==> src/pce_pkg.sv <==
package pce_pkg;

  // Configuration register map
  localparam int CFG_IDX_W = 3;
  localparam logic [CFG_IDX_W-1:0] CFG_CONNECT_TIMEOUT  = 3'd0;
  localparam logic [CFG_IDX_W-1:0] CFG_PEER_TIMEOUT     = 3'd1;
  localparam logic [CFG_IDX_W-1:0] CFG_PING_INTERVAL    = 3'd2;
  localparam logic [CFG_IDX_W-1:0] CFG_WINDOW_INCREMENT = 3'd3;
  localparam logic [CFG_IDX_W-1:0] CFG_WINDOW_MAX       = 3'd4;
  localparam logic [CFG_IDX_W-1:0] CFG_WINDOW_INITIAL   = 3'd5;

  // Register values after reset
  localparam logic [31:0] RST_CONNECT_TIMEOUT  = 32'd5000;
  localparam logic [31:0] RST_PEER_TIMEOUT     = 32'd10000;
  localparam logic [31:0] RST_PING_INTERVAL    = 32'd1000;
  localparam logic [15:0] RST_WINDOW_INCREMENT = 16'd1;
  localparam logic [15:0] RST_WINDOW_MAX       = 16'd64;
  localparam logic [15:0] RST_WINDOW_INITIAL   = 16'd4;

  typedef enum logic [1:0] {
    OP_TICK,
    OP_CONNECT,
    OP_DISCONNECT,
    OP_PACKET
  } opcode_t;

  typedef enum logic [3:0] {
    PT_PING          = 4'd0,
    PT_PONG          = 4'd1,
    PT_ACK           = 4'd2,
    PT_CONN_REQ      = 4'd3,
    PT_CONN_RESP     = 4'd4,
    PT_CONN_ACK      = 4'd5,
    PT_CONN_COMPLETE = 4'd6,
    PT_DISC_NOTIFY   = 4'd7,
    PT_USER_DATA     = 4'd8,
    PT_OTHER         = 4'd9
  } pkt_type_t;

  typedef enum logic [2:0] {
    LS_DISC,
    LS_REQ,
    LS_RESP,
    LS_ACKD,
    LS_CONN
  } link_state_t;

  typedef enum logic [1:0] {
    BK_EXEC,
    BK_RTT_MAG,
    BK_RTT_AVG,
    BK_RTT_DEV
  } back_state_t;

  // Peer event codes
  localparam logic [2:0] EV_CONNECTED    = 3'd0;
  localparam logic [2:0] EV_DISCONNECTED = 3'd1;
  localparam logic [2:0] EV_UNABLE       = 3'd2;
  localparam logic [2:0] EV_TIMED_OUT    = 3'd3;
  localparam logic [2:0] EV_RECEIVED     = 3'd4;

  localparam logic KIND_PACKET = 1'b0;
  localparam logic KIND_EVENT  = 1'b1;

  typedef struct packed {
    logic [31:0] connect_timeout;
    logic [31:0] peer_timeout;
    logic [31:0] ping_interval;
    logic [15:0] window_increment;
    logic [15:0] window_max;
    logic [15:0] window_initial;
  } cfg_t;

  // Classified item held between front and back
  typedef struct packed {
    opcode_t     op;
    logic [63:0] now;
    pkt_type_t   ptype;
    logic        rel;
    logic        ord;
    logic [7:0]  ch;
    logic [31:0] seq;
    logic [63:0] stamp;
    logic        flag;
    logic        clean;
    logic [63:0] sent_time;
    logic        need_ack;
  } item_t;

  typedef struct packed {
    logic        kind;
    logic [2:0]  code;
    logic        rel;
    logic        imm;
    logic [31:0] seq;
    logic [63:0] stamp;
    logic        ok;
    logic        has_ch;
    logic [7:0]  ch;
    logic        last;
  } result_t;

  function automatic result_t mk_pkt(input pkt_type_t ptype, input logic rel,
                                     input logic imm, input logic [31:0] seq,
                                     input logic [63:0] stamp, input logic ok,
                                     input logic has_ch, input logic [7:0] ch);
    result_t r;
    r.kind   = KIND_PACKET;
    r.code   = 3'(ptype);
    r.rel    = rel;
    r.imm    = imm;
    r.seq    = seq;
    r.stamp  = stamp;
    r.ok     = ok;
    r.has_ch = has_ch;
    r.ch     = has_ch ? ch : 8'd0;
    r.last   = 1'b0;
    return r;
  endfunction

  function automatic result_t mk_evt(input logic [2:0] code);
    result_t r;
    r      = '0;
    r.kind = KIND_EVENT;
    r.code = code;
    return r;
  endfunction

endpackage

==> src/pce_in_if.sv <==
interface pce_in_if;
  logic        valid;
  logic        ready;
  logic [1:0]  opcode;
  logic [63:0] now;
  logic [3:0]  packet_type;
  logic        reliable_flag;
  logic        ordered_flag;
  logic [7:0]  rx_channel;
  logic [31:0] header_seq;
  logic [31:0] payload_seq;
  logic [63:0] payload_stamp;
  logic        payload_flag;
  logic        acked_clean;
  logic [63:0] acked_send_time;

  modport source (
    output valid, opcode, now, packet_type, reliable_flag, ordered_flag, rx_channel,
           header_seq, payload_seq, payload_stamp, payload_flag, acked_clean,
           acked_send_time,
    input  ready
  );

  modport sink (
    input  valid, opcode, now, packet_type, reliable_flag, ordered_flag, rx_channel,
           header_seq, payload_seq, payload_stamp, payload_flag, acked_clean,
           acked_send_time,
    output ready
  );
endinterface

==> src/pce_out_if.sv <==
interface pce_out_if;
  logic        valid;
  logic        ready;
  logic        result_kind;
  logic [2:0]  out_code;
  logic        out_reliable;
  logic        out_immediate;
  logic [31:0] out_seq;
  logic [63:0] out_stamp;
  logic        out_ok;
  logic        out_has_channel;
  logic [7:0]  out_channel;
  logic        last_result;

  modport source (
    output valid, result_kind, out_code, out_reliable, out_immediate, out_seq,
           out_stamp, out_ok, out_has_channel, out_channel, last_result,
    input  ready
  );

  modport sink (
    input  valid, result_kind, out_code, out_reliable, out_immediate, out_seq,
           out_stamp, out_ok, out_has_channel, out_channel, last_result,
    output ready
  );
endinterface

==> src/pce_cfg_if.sv <==
interface pce_cfg_if;
  logic                           valid;
  logic                           ready;
  logic [pce_pkg::CFG_IDX_W-1:0]  index;
  logic [31:0]                    data;

  modport source (output valid, index, data, input ready);
  modport sink (input valid, index, data, output ready);
endinterface

==> src/peer_connection_engine.sv <==
// An item passes the input queue; its results pass the result buffer and the output
// register, a second result following the first. The engine takes one item per cycle
// while the output accepts results; an item that takes an RTT sample (clean ack, pong
// while connected) holds the engine through the RTT magnitude, average and deviation
// states; an item with two results holds back the next. Reset (rst_n low, synchronous):
// registers to defaults, link disconnected, congestion window 4, queues empty.
module peer_connection_engine (
  input  logic       clk,
  input  logic       rst_n,
  pce_in_if.sink     in_chan,
  pce_out_if.source  out_chan,
  pce_cfg_if.sink    cfg_chan
);

  pce_pkg::cfg_t  cfg_r, cfg_nxt;
  logic           q_valid;
  logic           q_pop;
  pce_pkg::item_t q_item;

  assign cfg_chan.ready = 1'b1;

  // Decode configuration writes
  always_comb begin
    cfg_nxt = cfg_r;
    if (cfg_chan.valid) begin
      unique case (cfg_chan.index)
        pce_pkg::CFG_CONNECT_TIMEOUT:  cfg_nxt.connect_timeout  = cfg_chan.data;
        pce_pkg::CFG_PEER_TIMEOUT:     cfg_nxt.peer_timeout     = cfg_chan.data;
        pce_pkg::CFG_PING_INTERVAL:    cfg_nxt.ping_interval    = cfg_chan.data;
        pce_pkg::CFG_WINDOW_INCREMENT: cfg_nxt.window_increment = cfg_chan.data[15:0];
        pce_pkg::CFG_WINDOW_MAX:       cfg_nxt.window_max       = cfg_chan.data[15:0];
        pce_pkg::CFG_WINDOW_INITIAL:   cfg_nxt.window_initial   = cfg_chan.data[15:0];
        default: ;
      endcase
    end
  end

  always_ff @(posedge clk) begin
    if (!rst_n) begin
      cfg_r.connect_timeout  <= pce_pkg::RST_CONNECT_TIMEOUT;
      cfg_r.peer_timeout     <= pce_pkg::RST_PEER_TIMEOUT;
      cfg_r.ping_interval    <= pce_pkg::RST_PING_INTERVAL;
      cfg_r.window_increment <= pce_pkg::RST_WINDOW_INCREMENT;
      cfg_r.window_max       <= pce_pkg::RST_WINDOW_MAX;
      cfg_r.window_initial   <= pce_pkg::RST_WINDOW_INITIAL;
    end else begin
      cfg_r <= cfg_nxt;
    end
  end

  pce_front u_front (
    .clk     (clk),
    .rst_n   (rst_n),
    .in_chan (in_chan),
    .q_valid (q_valid),
    .q_item  (q_item),
    .q_pop   (q_pop)
  );

  pce_back u_back (
    .clk      (clk),
    .rst_n    (rst_n),
    .cfg      (cfg_r),
    .q_valid  (q_valid),
    .q_item   (q_item),
    .q_pop    (q_pop),
    .out_chan (out_chan)
  );

endmodule

==> src/pce_front.sv <==
module pce_front (
  input  logic            clk,
  input  logic            rst_n,
  pce_in_if.sink          in_chan,
  output logic            q_valid,
  output pce_pkg::item_t  q_item,
  input  logic            q_pop
);

  pce_pkg::item_t q_r [2];
  logic           wr_ptr_r, wr_ptr_nxt;
  logic           rd_ptr_r, rd_ptr_nxt;
  logic [1:0]     cnt_r, cnt_nxt;
  logic           push;
  pce_pkg::item_t item_in;

  // Accept while the queue has a free slot
  assign in_chan.ready = (cnt_r != 2'd2);
  assign push          = in_chan.valid && in_chan.ready;

  // Classify: fold unknown packet types, flag packets that need an ack
  always_comb begin
    item_in.op        = pce_pkg::opcode_t'(in_chan.opcode);
    item_in.now       = in_chan.now;
    item_in.ptype     = (in_chan.packet_type > 4'd9) ? pce_pkg::PT_OTHER
                                                     : pce_pkg::pkt_type_t'(in_chan.packet_type);
    item_in.rel       = in_chan.reliable_flag;
    item_in.ord       = in_chan.ordered_flag;
    item_in.ch        = in_chan.rx_channel;
    item_in.seq       = in_chan.header_seq;
    item_in.stamp     = in_chan.payload_stamp;
    item_in.flag      = in_chan.payload_flag;
    item_in.clean     = in_chan.acked_clean;
    item_in.sent_time = in_chan.acked_send_time;
    item_in.need_ack  = (item_in.op == pce_pkg::OP_PACKET) && in_chan.reliable_flag &&
                        (item_in.ptype >= pce_pkg::PT_CONN_COMPLETE);
  end

  // Advance pointers and fill count
  always_comb begin
    wr_ptr_nxt = wr_ptr_r ^ push;
    rd_ptr_nxt = rd_ptr_r ^ q_pop;
    case ({push, q_pop})
      2'b10:   cnt_nxt = cnt_r + 2'd1;
      2'b01:   cnt_nxt = cnt_r - 2'd1;
      default: cnt_nxt = cnt_r;
    endcase
  end

  always_ff @(posedge clk) begin
    if (!rst_n) begin
      wr_ptr_r <= 1'b0;
      rd_ptr_r <= 1'b0;
      cnt_r    <= 2'd0;
    end else begin
      wr_ptr_r <= wr_ptr_nxt;
      rd_ptr_r <= rd_ptr_nxt;
      cnt_r    <= cnt_nxt;
    end
  end

  // Store the transfer
  always_ff @(posedge clk) begin
    if (push) begin
      q_r[wr_ptr_r] <= item_in;
    end
  end

  assign q_valid = (cnt_r != 2'd0);
  assign q_item  = q_r[rd_ptr_r];

endmodule

==> src/pce_back.sv <==
module pce_back (
  input  logic            clk,
  input  logic            rst_n,
  input  pce_pkg::cfg_t   cfg,
  input  logic            q_valid,
  input  pce_pkg::item_t  q_item,
  output logic            q_pop,
  pce_out_if.source       out_chan
);

  pce_pkg::back_state_t state_r, state_nxt;
  pce_pkg::link_state_t link_r, link_nxt;
  logic                 incoming_r, incoming_nxt;
  logic [63:0]          connect_time_r, connect_time_nxt;
  logic [63:0]          last_recv_r, last_recv_nxt;
  logic [63:0]          last_ping_r, last_ping_nxt;
  logic [63:0]          last_sample_r, last_sample_nxt;
  logic [63:0]          rtt_avg_r, rtt_avg_nxt;
  logic [63:0]          rtt_dev_r, rtt_dev_nxt;
  logic [15:0]          cwnd_r, cwnd_nxt;

  // RTT sample datapath
  logic [63:0]          meas_r, meas_nxt;
  logic [63:0]          mag_r, mag_nxt;
  logic                 mag_neg_r, mag_neg_nxt;
  logic [63:0]          dev_diff_r, dev_diff_nxt;
  logic                 dev_up_r, dev_up_nxt;

  // Result buffer and output register
  pce_pkg::result_t     res0_r, res0_nxt;
  pce_pkg::result_t     res1_r, res1_nxt;
  logic [1:0]           res_cnt_r, res_cnt_nxt;
  logic                 out_valid_r, out_valid_nxt;
  pce_pkg::result_t     out_pl_r, out_pl_nxt;

  pce_pkg::item_t       it;
  logic [63:0]          d_conn, d_recv, d_samp, d_ping, meas;
  logic                 conn_to, recv_to, samp_due, ping_due;
  logic [16:0]          wsum;
  logic [15:0]          wcap;
  logic                 move, res_free;
  logic                 m0_v, m1_v, do_reset, rtt_go;
  pce_pkg::result_t     ack_res, m0, m1, r0, r1;
  logic [1:0]           n_res;
  logic [63:0]          diff_up, diff_dn;

  assign it = q_item;

  // Time differences against the stored stamps
  assign d_conn   = it.now - connect_time_r;
  assign d_recv   = it.now - last_recv_r;
  assign d_samp   = it.now - last_sample_r;
  assign d_ping   = it.now - last_ping_r;
  assign conn_to  = d_conn > {32'd0, cfg.connect_timeout};
  assign recv_to  = d_recv > {32'd0, cfg.peer_timeout};
  assign samp_due = d_samp > {32'd0, cfg.ping_interval};
  assign ping_due = d_ping > {32'd0, cfg.ping_interval};
  assign meas     = it.now - ((it.ptype == pce_pkg::PT_ACK) ? it.sent_time : it.stamp);

  // Window growth, capped
  assign wsum = {1'b0, cwnd_r} + {1'b0, cfg.window_increment};
  assign wcap = (wsum > {1'b0, cfg.window_max}) ? cfg.window_max : wsum[15:0];

  // Drain the result buffer into the output register
  assign move     = (res_cnt_r != 2'd0) && (!out_valid_r || out_chan.ready);
  assign res_free = (res_cnt_r == 2'd0) || ((res_cnt_r == 2'd1) && move);
  assign q_pop    = (state_r == pce_pkg::BK_EXEC) && q_valid && res_free;

  assign diff_up = meas_r - rtt_avg_r;
  assign diff_dn = rtt_avg_r - meas_r;

  // Engine: next state and results
  always_comb begin
    state_nxt        = state_r;
    link_nxt         = link_r;
    incoming_nxt     = incoming_r;
    connect_time_nxt = connect_time_r;
    last_recv_nxt    = last_recv_r;
    last_ping_nxt    = last_ping_r;
    last_sample_nxt  = last_sample_r;
    rtt_avg_nxt      = rtt_avg_r;
    rtt_dev_nxt      = rtt_dev_r;
    cwnd_nxt         = cwnd_r;
    meas_nxt         = meas_r;
    mag_nxt          = mag_r;
    mag_neg_nxt      = mag_neg_r;
    dev_diff_nxt     = dev_diff_r;
    dev_up_nxt       = dev_up_r;
    m0_v             = 1'b0;
    m1_v             = 1'b0;
    m0               = '0;
    m1               = '0;
    do_reset         = 1'b0;
    rtt_go           = 1'b0;
    ack_res          = pce_pkg::mk_pkt(pce_pkg::PT_ACK, 1'b0, 1'b1, it.seq, 64'd0, 1'b0,
                                       it.ord, it.ch);

    unique case (state_r)
      pce_pkg::BK_EXEC: begin
        if (q_pop) begin
          unique case (it.op)
            pce_pkg::OP_TICK: begin
              unique case (link_r) inside
                pce_pkg::LS_REQ, pce_pkg::LS_RESP, pce_pkg::LS_ACKD: begin
                  if (conn_to) begin
                    m0_v     = !incoming_r;
                    m0       = pce_pkg::mk_evt(pce_pkg::EV_UNABLE);
                    do_reset = 1'b1;
                  end
                end
                pce_pkg::LS_CONN: begin
                  if (recv_to) begin
                    m0_v     = 1'b1;
                    m0       = pce_pkg::mk_evt(pce_pkg::EV_TIMED_OUT);
                    do_reset = 1'b1;
                  end else if (samp_due && ping_due) begin
                    m0_v          = 1'b1;
                    m0            = pce_pkg::mk_pkt(pce_pkg::PT_PING, 1'b0, 1'b1, 32'd0,
                                                    it.now, 1'b0, 1'b0, 8'd0);
                    last_ping_nxt = it.now;
                  end
                end
                default: ;
              endcase
            end
            pce_pkg::OP_CONNECT: begin
              if (link_r == pce_pkg::LS_DISC) begin
                link_nxt         = pce_pkg::LS_REQ;
                connect_time_nxt = it.now;
                m0_v             = 1'b1;
                m0               = pce_pkg::mk_pkt(pce_pkg::PT_CONN_REQ, 1'b1, 1'b1, 32'd0,
                                                   64'd0, 1'b0, 1'b0, 8'd0);
              end
            end
            pce_pkg::OP_DISCONNECT: begin
              if (link_r == pce_pkg::LS_CONN) begin
                m0_v = 1'b1;
                m0   = pce_pkg::mk_pkt(pce_pkg::PT_DISC_NOTIFY, 1'b1, 1'b1, 32'd0,
                                       64'd0, 1'b0, 1'b0, 8'd0);
              end
            end
            pce_pkg::OP_PACKET: begin
              last_recv_nxt = it.now;
              case (it.ptype)
                pce_pkg::PT_PING: begin
                  if (link_r == pce_pkg::LS_CONN) begin
                    last_ping_nxt = it.now;
                    m0_v          = 1'b1;
                    m0            = pce_pkg::mk_pkt(pce_pkg::PT_PONG, 1'b0, 1'b1, 32'd0,
                                                    it.stamp, 1'b0, 1'b0, 8'd0);
                  end
                end
                pce_pkg::PT_PONG: begin
                  rtt_go = (link_r == pce_pkg::LS_CONN);
                end
                pce_pkg::PT_ACK: begin
                  if (it.clean) begin
                    rtt_go   = 1'b1;
                    cwnd_nxt = wcap;
                  end
                end
                pce_pkg::PT_CONN_REQ: begin
                  if (link_r == pce_pkg::LS_DISC) begin
                    link_nxt         = pce_pkg::LS_RESP;
                    incoming_nxt     = 1'b1;
                    connect_time_nxt = it.now;
                    m0_v             = 1'b1;
                    m0               = pce_pkg::mk_pkt(pce_pkg::PT_CONN_RESP, 1'b1, 1'b0,
                                                       it.seq, 64'd0, 1'b1, 1'b0, 8'd0);
                  end
                end
                pce_pkg::PT_CONN_RESP: begin
                  if (link_r == pce_pkg::LS_REQ) begin
                    rtt_avg_nxt     = d_conn;
                    last_sample_nxt = it.now;
                    if (!it.flag) begin
                      link_nxt = pce_pkg::LS_DISC;
                    end else begin
                      link_nxt = pce_pkg::LS_ACKD;
                      m0_v     = 1'b1;
                      m0       = pce_pkg::mk_pkt(pce_pkg::PT_CONN_ACK, 1'b1, 1'b1, it.seq,
                                                 64'd0, 1'b0, 1'b0, 8'd0);
                    end
                  end
                end
                pce_pkg::PT_CONN_ACK: begin
                  if (link_r == pce_pkg::LS_RESP) begin
                    rtt_avg_nxt     = d_conn;
                    last_sample_nxt = it.now;
                    link_nxt        = pce_pkg::LS_CONN;
                    m0_v            = 1'b1;
                    m0              = pce_pkg::mk_pkt(pce_pkg::PT_CONN_COMPLETE, 1'b1, 1'b1,
                                                      it.seq, 64'd0, 1'b0, 1'b0, 8'd0);
                    m1_v            = 1'b1;
                    m1              = pce_pkg::mk_evt(pce_pkg::EV_CONNECTED);
                  end
                end
                pce_pkg::PT_CONN_COMPLETE: begin
                  if (link_r == pce_pkg::LS_ACKD) begin
                    link_nxt = pce_pkg::LS_CONN;
                    m0_v     = 1'b1;
                    m0       = pce_pkg::mk_evt(pce_pkg::EV_CONNECTED);
                  end
                end
                pce_pkg::PT_DISC_NOTIFY: begin
                  if (link_r == pce_pkg::LS_CONN) begin
                    do_reset = 1'b1;
                    m0_v     = 1'b1;
                    m0       = pce_pkg::mk_evt(pce_pkg::EV_DISCONNECTED);
                  end
                end
                pce_pkg::PT_USER_DATA: begin
                  if ((link_r == pce_pkg::LS_CONN) && it.flag) begin
                    m0_v = 1'b1;
                    m0   = pce_pkg::mk_evt(pce_pkg::EV_RECEIVED);
                  end
                end
                default: ;
              endcase
            end
            default: ;
          endcase

          // Start an RTT sample
          if (rtt_go) begin
            meas_nxt        = meas;
            last_sample_nxt = it.now;
            state_nxt       = pce_pkg::BK_RTT_MAG;
          end

          // Peer reset overrides every other state update
          if (do_reset) begin
            link_nxt         = pce_pkg::LS_DISC;
            incoming_nxt     = 1'b0;
            connect_time_nxt = 64'd0;
            last_recv_nxt    = 64'd0;
            last_ping_nxt    = 64'd0;
            last_sample_nxt  = 64'd0;
            rtt_avg_nxt      = 64'd0;
            rtt_dev_nxt      = 64'd0;
            cwnd_nxt         = cfg.window_initial;
          end
        end
      end
      pce_pkg::BK_RTT_MAG: begin
        mag_neg_nxt = meas_r < rtt_avg_r;
        mag_nxt     = (meas_r < rtt_avg_r) ? diff_dn : diff_up;
        state_nxt   = pce_pkg::BK_RTT_AVG;
      end
      pce_pkg::BK_RTT_AVG: begin
        rtt_avg_nxt  = mag_neg_r ? (rtt_avg_r - (mag_r >> 3)) : (rtt_avg_r + (mag_r >> 3));
        dev_up_nxt   = mag_r >= rtt_dev_r;
        dev_diff_nxt = (mag_r >= rtt_dev_r) ? (mag_r - rtt_dev_r) : (rtt_dev_r - mag_r);
        state_nxt    = pce_pkg::BK_RTT_DEV;
      end
      pce_pkg::BK_RTT_DEV: begin
        rtt_dev_nxt = dev_up_r ? (rtt_dev_r + (dev_diff_r >> 2))
                               : (rtt_dev_r - (dev_diff_r >> 2));
        state_nxt   = pce_pkg::BK_EXEC;
      end
      default: state_nxt = pce_pkg::BK_EXEC;
    endcase
  end

  // Order results: ack first, then handler results; mark the last one
  always_comb begin
    if (ack_res.kind == pce_pkg::KIND_PACKET && it.need_ack) begin
      r0 = ack_res;
      r1 = m0;
    end else begin
      r0 = m0;
      r1 = m1;
    end
    n_res = {1'b0, it.need_ack} + {1'b0, m0_v} + {1'b0, m1_v};
    if (n_res == 2'd1) begin
      r0.last = 1'b1;
    end
    if (n_res == 2'd2) begin
      r1.last = 1'b1;
    end
  end

  // Load or drain the result buffer, feed the output register
  always_comb begin
    res0_nxt      = res0_r;
    res1_nxt      = res1_r;
    res_cnt_nxt   = res_cnt_r;
    out_pl_nxt    = out_pl_r;
    out_valid_nxt = out_valid_r;
    if (move) begin
      out_pl_nxt    = res0_r;
      out_valid_nxt = 1'b1;
    end else if (out_chan.ready) begin
      out_valid_nxt = 1'b0;
    end
    if (q_pop) begin
      res0_nxt    = r0;
      res1_nxt    = r1;
      res_cnt_nxt = n_res;
    end else if (move) begin
      res0_nxt    = res1_r;
      res_cnt_nxt = res_cnt_r - 2'd1;
    end
  end

  always_ff @(posedge clk) begin
    if (!rst_n) begin
      state_r        <= pce_pkg::BK_EXEC;
      link_r         <= pce_pkg::LS_DISC;
      incoming_r     <= 1'b0;
      connect_time_r <= 64'd0;
      last_recv_r    <= 64'd0;
      last_ping_r    <= 64'd0;
      last_sample_r  <= 64'd0;
      rtt_avg_r      <= 64'd0;
      rtt_dev_r      <= 64'd0;
      cwnd_r         <= pce_pkg::RST_WINDOW_INITIAL;
      res_cnt_r      <= 2'd0;
      out_valid_r    <= 1'b0;
    end else begin
      state_r        <= state_nxt;
      link_r         <= link_nxt;
      incoming_r     <= incoming_nxt;
      connect_time_r <= connect_time_nxt;
      last_recv_r    <= last_recv_nxt;
      last_ping_r    <= last_ping_nxt;
      last_sample_r  <= last_sample_nxt;
      rtt_avg_r      <= rtt_avg_nxt;
      rtt_dev_r      <= rtt_dev_nxt;
      cwnd_r         <= cwnd_nxt;
      res_cnt_r      <= res_cnt_nxt;
      out_valid_r    <= out_valid_nxt;
    end
  end

  // Payload registers
  always_ff @(posedge clk) begin
    meas_r     <= meas_nxt;
    mag_r      <= mag_nxt;
    mag_neg_r  <= mag_neg_nxt;
    dev_diff_r <= dev_diff_nxt;
    dev_up_r   <= dev_up_nxt;
    res0_r     <= res0_nxt;
    res1_r     <= res1_nxt;
    out_pl_r   <= out_pl_nxt;
  end

  // Drive the result channel
  assign out_chan.valid           = out_valid_r;
  assign out_chan.result_kind     = out_pl_r.kind;
  assign out_chan.out_code        = out_pl_r.code;
  assign out_chan.out_reliable    = out_pl_r.rel;
  assign out_chan.out_immediate   = out_pl_r.imm;
  assign out_chan.out_seq         = out_pl_r.seq;
  assign out_chan.out_stamp       = out_pl_r.stamp;
  assign out_chan.out_ok          = out_pl_r.ok;
  assign out_chan.out_has_channel = out_pl_r.has_ch;
  assign out_chan.out_channel     = out_pl_r.ch;
  assign out_chan.last_result     = out_pl_r.last;

endmodule
==> src/flat_wrapper.sv <==
// flat-port wrapper written by rule: the top's interface ports become plain ports
module peer_connection_engine_flat 
  (clk, rst_n, in_chan_valid, in_chan_opcode, in_chan_now, in_chan_packet_type, in_chan_reliable_flag, in_chan_ordered_flag, in_chan_rx_channel, in_chan_header_seq, in_chan_payload_seq, in_chan_payload_stamp, in_chan_payload_flag, in_chan_acked_clean, in_chan_acked_send_time, in_chan_ready, out_chan_valid, out_chan_result_kind, out_chan_out_code, out_chan_out_reliable, out_chan_out_immediate, out_chan_out_seq, out_chan_out_stamp, out_chan_out_ok, out_chan_out_has_channel, out_chan_out_channel, out_chan_last_result, out_chan_ready, cfg_chan_valid, cfg_chan_index, cfg_chan_data, cfg_chan_ready);
  pce_in_if in_chan_i ();
  pce_out_if out_chan_i ();
  pce_cfg_if cfg_chan_i ();
  input  logic clk;
  input  logic rst_n;
  input wire logic [$bits(in_chan_i.valid)-1:0] in_chan_valid;
  input wire logic [$bits(in_chan_i.opcode)-1:0] in_chan_opcode;
  input wire logic [$bits(in_chan_i.now)-1:0] in_chan_now;
  input wire logic [$bits(in_chan_i.packet_type)-1:0] in_chan_packet_type;
  input wire logic [$bits(in_chan_i.reliable_flag)-1:0] in_chan_reliable_flag;
  input wire logic [$bits(in_chan_i.ordered_flag)-1:0] in_chan_ordered_flag;
  input wire logic [$bits(in_chan_i.rx_channel)-1:0] in_chan_rx_channel;
  input wire logic [$bits(in_chan_i.header_seq)-1:0] in_chan_header_seq;
  input wire logic [$bits(in_chan_i.payload_seq)-1:0] in_chan_payload_seq;
  input wire logic [$bits(in_chan_i.payload_stamp)-1:0] in_chan_payload_stamp;
  input wire logic [$bits(in_chan_i.payload_flag)-1:0] in_chan_payload_flag;
  input wire logic [$bits(in_chan_i.acked_clean)-1:0] in_chan_acked_clean;
  input wire logic [$bits(in_chan_i.acked_send_time)-1:0] in_chan_acked_send_time;
  output wire logic [$bits(in_chan_i.ready)-1:0] in_chan_ready;
  output wire logic [$bits(out_chan_i.valid)-1:0] out_chan_valid;
  output wire logic [$bits(out_chan_i.result_kind)-1:0] out_chan_result_kind;
  output wire logic [$bits(out_chan_i.out_code)-1:0] out_chan_out_code;
  output wire logic [$bits(out_chan_i.out_reliable)-1:0] out_chan_out_reliable;
  output wire logic [$bits(out_chan_i.out_immediate)-1:0] out_chan_out_immediate;
  output wire logic [$bits(out_chan_i.out_seq)-1:0] out_chan_out_seq;
  output wire logic [$bits(out_chan_i.out_stamp)-1:0] out_chan_out_stamp;
  output wire logic [$bits(out_chan_i.out_ok)-1:0] out_chan_out_ok;
  output wire logic [$bits(out_chan_i.out_has_channel)-1:0] out_chan_out_has_channel;
  output wire logic [$bits(out_chan_i.out_channel)-1:0] out_chan_out_channel;
  output wire logic [$bits(out_chan_i.last_result)-1:0] out_chan_last_result;
  input wire logic [$bits(out_chan_i.ready)-1:0] out_chan_ready;
  input wire logic [$bits(cfg_chan_i.valid)-1:0] cfg_chan_valid;
  input wire logic [$bits(cfg_chan_i.index)-1:0] cfg_chan_index;
  input wire logic [$bits(cfg_chan_i.data)-1:0] cfg_chan_data;
  output wire logic [$bits(cfg_chan_i.ready)-1:0] cfg_chan_ready;
  assign in_chan_i.valid = in_chan_valid;
  assign in_chan_i.opcode = in_chan_opcode;
  assign in_chan_i.now = in_chan_now;
  assign in_chan_i.packet_type = in_chan_packet_type;
  assign in_chan_i.reliable_flag = in_chan_reliable_flag;
  assign in_chan_i.ordered_flag = in_chan_ordered_flag;
  assign in_chan_i.rx_channel = in_chan_rx_channel;
  assign in_chan_i.header_seq = in_chan_header_seq;
  assign in_chan_i.payload_seq = in_chan_payload_seq;
  assign in_chan_i.payload_stamp = in_chan_payload_stamp;
  assign in_chan_i.payload_flag = in_chan_payload_flag;
  assign in_chan_i.acked_clean = in_chan_acked_clean;
  assign in_chan_i.acked_send_time = in_chan_acked_send_time;
  assign in_chan_ready = in_chan_i.ready;
  assign out_chan_valid = out_chan_i.valid;
  assign out_chan_result_kind = out_chan_i.result_kind;
  assign out_chan_out_code = out_chan_i.out_code;
  assign out_chan_out_reliable = out_chan_i.out_reliable;
  assign out_chan_out_immediate = out_chan_i.out_immediate;
  assign out_chan_out_seq = out_chan_i.out_seq;
  assign out_chan_out_stamp = out_chan_i.out_stamp;
  assign out_chan_out_ok = out_chan_i.out_ok;
  assign out_chan_out_has_channel = out_chan_i.out_has_channel;
  assign out_chan_out_channel = out_chan_i.out_channel;
  assign out_chan_last_result = out_chan_i.last_result;
  assign out_chan_i.ready = out_chan_ready;
  assign cfg_chan_i.valid = cfg_chan_valid;
  assign cfg_chan_i.index = cfg_chan_index;
  assign cfg_chan_i.data = cfg_chan_data;
  assign cfg_chan_ready = cfg_chan_i.ready;
  peer_connection_engine u_core (.clk(clk), .rst_n(rst_n), .in_chan(in_chan_i), .out_chan(out_chan_i), .cfg_chan(cfg_chan_i));
endmodule
==> config.mk <==
export PLATFORM = sky130hd
export DESIGN_NAME = peer_connection_engine_flat
export DESIGN_NICKNAME = d
export VERILOG_FILES = /design/src/pce_pkg.sv /design/src/pce_in_if.sv /design/src/pce_out_if.sv /design/src/pce_cfg_if.sv /design/src/peer_connection_engine.sv /design/src/pce_front.sv /design/src/pce_back.sv /design/src/flat_wrapper.sv
export SDC_FILE = /design/constraint.sdc
export NUM_CORES = 2
export LEC_CHECK = 0
export ABC_CLOCK_PERIOD_IN_PS = 10400
export BUFFER_PORTS_ARGS = -buffer_cell sky130_fd_sc_hd__buf_4
export CORE_UTILIZATION = 30
export DETAILED_ROUTE_END_ITERATION = 7
export PLACE_DENSITY_LB_ADDON = 0.05
export SETUP_SLACK_MARGIN = 0.05
export SYNTH_ARGS = -nofsm -noshare
export SYNTH_HDL_FRONTEND = slang
export SYNTH_SLANG_ARGS = --single-unit
export TNS_END_PERCENT = 50
==> constraint.sdc <==
create_clock -name clk -period 10.4 [get_ports clk]
set_clock_uncertainty 0.1 [all_clocks]
set_input_delay 0.52 -clock clk [delete_from_list [all_inputs] [get_ports clk]]
set_output_delay 0.52 -clock clk [all_outputs]
set_load 0.02 [all_outputs]
==> key figures <==
Routing
  • DRC: 0
  • Drt via density: 5.31
  • Post-route antenna net violation count: 0
  • DR iter-0 viols: 3,636
  • WL/cell: 25.9 um
  • Routed WL: 242 mm
  • Vias: 49,500
  • First-pass DRT Iterations: 5

Timing
  • Pins Over Slew Limit: 0
  • Setup slack after layout: 1160 ps
  • Final period util: 0.889
  • TNS Setup: 0 ps
  • Slew HR: 0.166
  • # setup viols final: 0
  • RSZ-0062 raised after global routing: false
  • Worst-Margin Slew: 1240 ps
  • Final hold vios: 0
  • Fmax: 0.108 GHz
  • Period minus WS final: 9240 ps

Global route
  • Initial antenna violation count: 27
  • Vias in the first global route: 48,000
  • Total gr overflow: 0
  • GR Util All Layers: 0.237
  • First-pass GRT wire length: 346 mm
  • Largest net degree at the start of global routing: 118

Yosys
  • Async S/R FF share, synth: 0
  • Synth warnings: 0
  • #FFs+latches synth: 1,052
  • Synth Flop Type: edfxtp_1
  • Share of the synthesized area in the top cell type: 0.346
  • Synth area leaders: edfxtp_1, dfxtp_1, ha_1
  • Synth top cells by count: edfxtp_1, nand2_1, inv_1
  • Most instantiated library cell after synthesis: edfxtp_1
  • Synth Cell Area: 0.0596 mm2
  • Synth area leader: edfxtp_1
  • Cells after Synth: 6,049
  • EDFF count, synth: 686
  • Syn nets: 6,763
  • Mean Syn Cell Area: 9.85 um2
  • Yosys cell types: 109
  • Post-synthesis sequential area ratio: 0.469

Worst setup path
  • CP Buf/Inv Count: 5
  • CP delay by family, top: compound AO/OA/AOI/OAI gates
  • Critical path depth: 28
  • Crit-path slowest cell: a221oi_1
  • CP max stage delay: 790 ps
  • FF-to-FF setup slack: 1160 ps
  • RR Endpoint: u_core.u_back.last_recv_r[0]
  • Worst path required time: 11,020 ps
  • Setup crit end: u_core.u_back.last_recv_r[0]
  • Crit path kind: reg -> reg
  • Worst R2R Path Depth: 28
  • Setup crit start kind: flop
  • Crit path top cell by count: buf_4
  • Worst-path maximum fanout: 27
  • Critical Path End Type: flop
  • Crit path DAT: 9870 ps

Power
  • Worst vdd ir: 208 uV
  • Cell Pwr Density: 292 mW/mm2
  • Tot Pwr: 0.0210 W
  • Leak: 25.7 nW

Worst hold path
  • Hold crit path type: in -> reg

Clock network
  • Post_cts resized: 0
  • CTS sink count: 1,052
  • Post-CTS Hold Buffers: 212
  • Setup bufs post-CTS: 0
  • Number of buffers created by CTS: 132
  • Max Root-Sink Buffers: 3
  • Root Buffer: clkbuf_16
  • Worst-Skew Late Latency: 820 ps
  • Htree depth: 4
  • TritonCTS clock tree: built
  • Clock-pin slew on the worst setup and hold paths: 60 ps

Floorplanning
  • Vert. Die Dim: 448 um
  • Row Count: 163
  • CORE AREA: 0.197 mm2
  • IO Count: 430
  • Die ar.: 0.200 mm2
  • Die W: 448 um
  • Starting density of the core: 0.302

Layout
  • Nets@finish: 7,284
  • Layout cell share with drive strength beyond 1: 0.114
  • Syn-to-layout area delta: 20.7%
  • Post-Route Utilization: 0.364

Flow run
  • Max-cap viol count: 0

Place
  • Post-DP HPWL: 184 mm
  • Gp weighted congestion: 0.921
  • PortBufs: 332
  • Pre-CTS WS: 1290 ps

Outcome
  • Status: complete, no violations
[placed cells by master (no fill, tap or decap), drive strengths merged, types with 97 or more instances in the layout]
cell type and instances:
nor2 331, nand4 204, mux2i 195, o22ai 136, a21oi 442, clkbuf 189, dlygate4sd3 212, o21ai 302
dfxtp 366, a21boi 100, nand2 630, xnor2 97, ha 395, edfxtp 686, inv 490, buf 477
[report_power, final]
part           internal (W)  switching (W)  total, W
Clock               0.00266        0.00194   0.00460
Sequential          0.00585       0.000297   0.00614
Combinational       0.00329        0.00698    0.0103
[cell families (layout without fill, tap and decap cells)]
group                      after synthesis  count (layout)  share of synthesized area
buffers and inverters                  788            1414                     0.0523
and+or+nand+nor                       1689            1689                      0.137
other                                    1              11                  0.0000630
muxes                                  211             211                     0.0359
adders and majority gates              400             400                     0.0847
xor gates and xnor gates               178             178                     0.0263
DFF                                   1052            1052                      0.469
AOI/OAI and AO/OA                     1730            1730                      0.195
[registers in the layout, summed over array words and instances, names as in the netlist, 3 cells and up, named ones only]
register and cells:
u_core.u_back.last_recv_r 64, u_core.u_back.connect_time_r 64, u_core.u_back.last_sample_r 64, u_core.u_back.res1_r 104, u_core.u_back.out_chan.out_channel 8, u_core.u_back.link_r 3, u_core.u_back.out_chan.out_seq 32, u_core.u_front.q_r 356
u_core.u_back.last_ping_r 64, u_core.u_back.out_chan.out_code 3, u_core.u_back.res0_r 113, u_core.u_back.out_chan.out_stamp 64, u_core.cfg_r 96
[per-layer routing]
layer,up-vias,track usage,part of all wire
li1,23700,-,-
met1,24400,0.333,0.47
met2,1229,0.381,0.46
met3,228,0.0337,0.045
met4,16,0.0530,0.021
met5,-,0,0.00044
[cell type report]
cell class / count / area (um2)
clock buffers: 189 / 3660
diodes: 10 / 25.0
fillers: 20100 / 125000
repair buffers: 689 / 5800
multi-input cells: 4209 / 28700
well taps: 2640 / 3300
inverters: 486 / 1830
flip-flops and latches: 1052 / 27900
clock inverters: 50 / 669
[worst min path at each step]
| stage | start | endpoint | cells past startpoint |
|---|---|---|---|
| 2_1_floorplan | u_core.u_back.res0_r[0] | u_core.u_back.out_chan.last_result | 0 |
| 3_3_place_gp | u_core.u_back.res0_r[91] | u_core.u_back.out_chan.out_seq[16] | 0 |
| 3_5_place_dp | u_core.u_back.res0_r[1] | u_core.u_back.out_chan.out_channel[0] | 0 |
| 4_1_cts | rst_n | u_core.u_back.res_cnt_r[0] | 2 |
| 5_1_grt | rst_n | u_core.u_back.res_cnt_r[0] | 2 |
| 6_report | rst_n | u_core.u_back.res_cnt_r[0] | 2 |
[worst reg2reg max path: cells and delay by family (launching register included)]
kind,cells,cell delay (ps)
compound gates,9,3670
xor+xnor,1,100
fa+ha+maj,2,780
buf+inv,5,1390
flops,1,610
mux,1,230
simple gates,10,2290
[metrics by stage]
stage                     instance area [um2]  cells  hold slack, ps
final                                   71900   9325            74.1
after floorplan                         59600   6049             300
after CTS                               71900   9315            20.6
after detailed placement                65400   8864             305
after global placement                  65400   8864             301
after global routing                    71900   9322            36.7
Note: power is estimated with default switching activity, not from simulation.
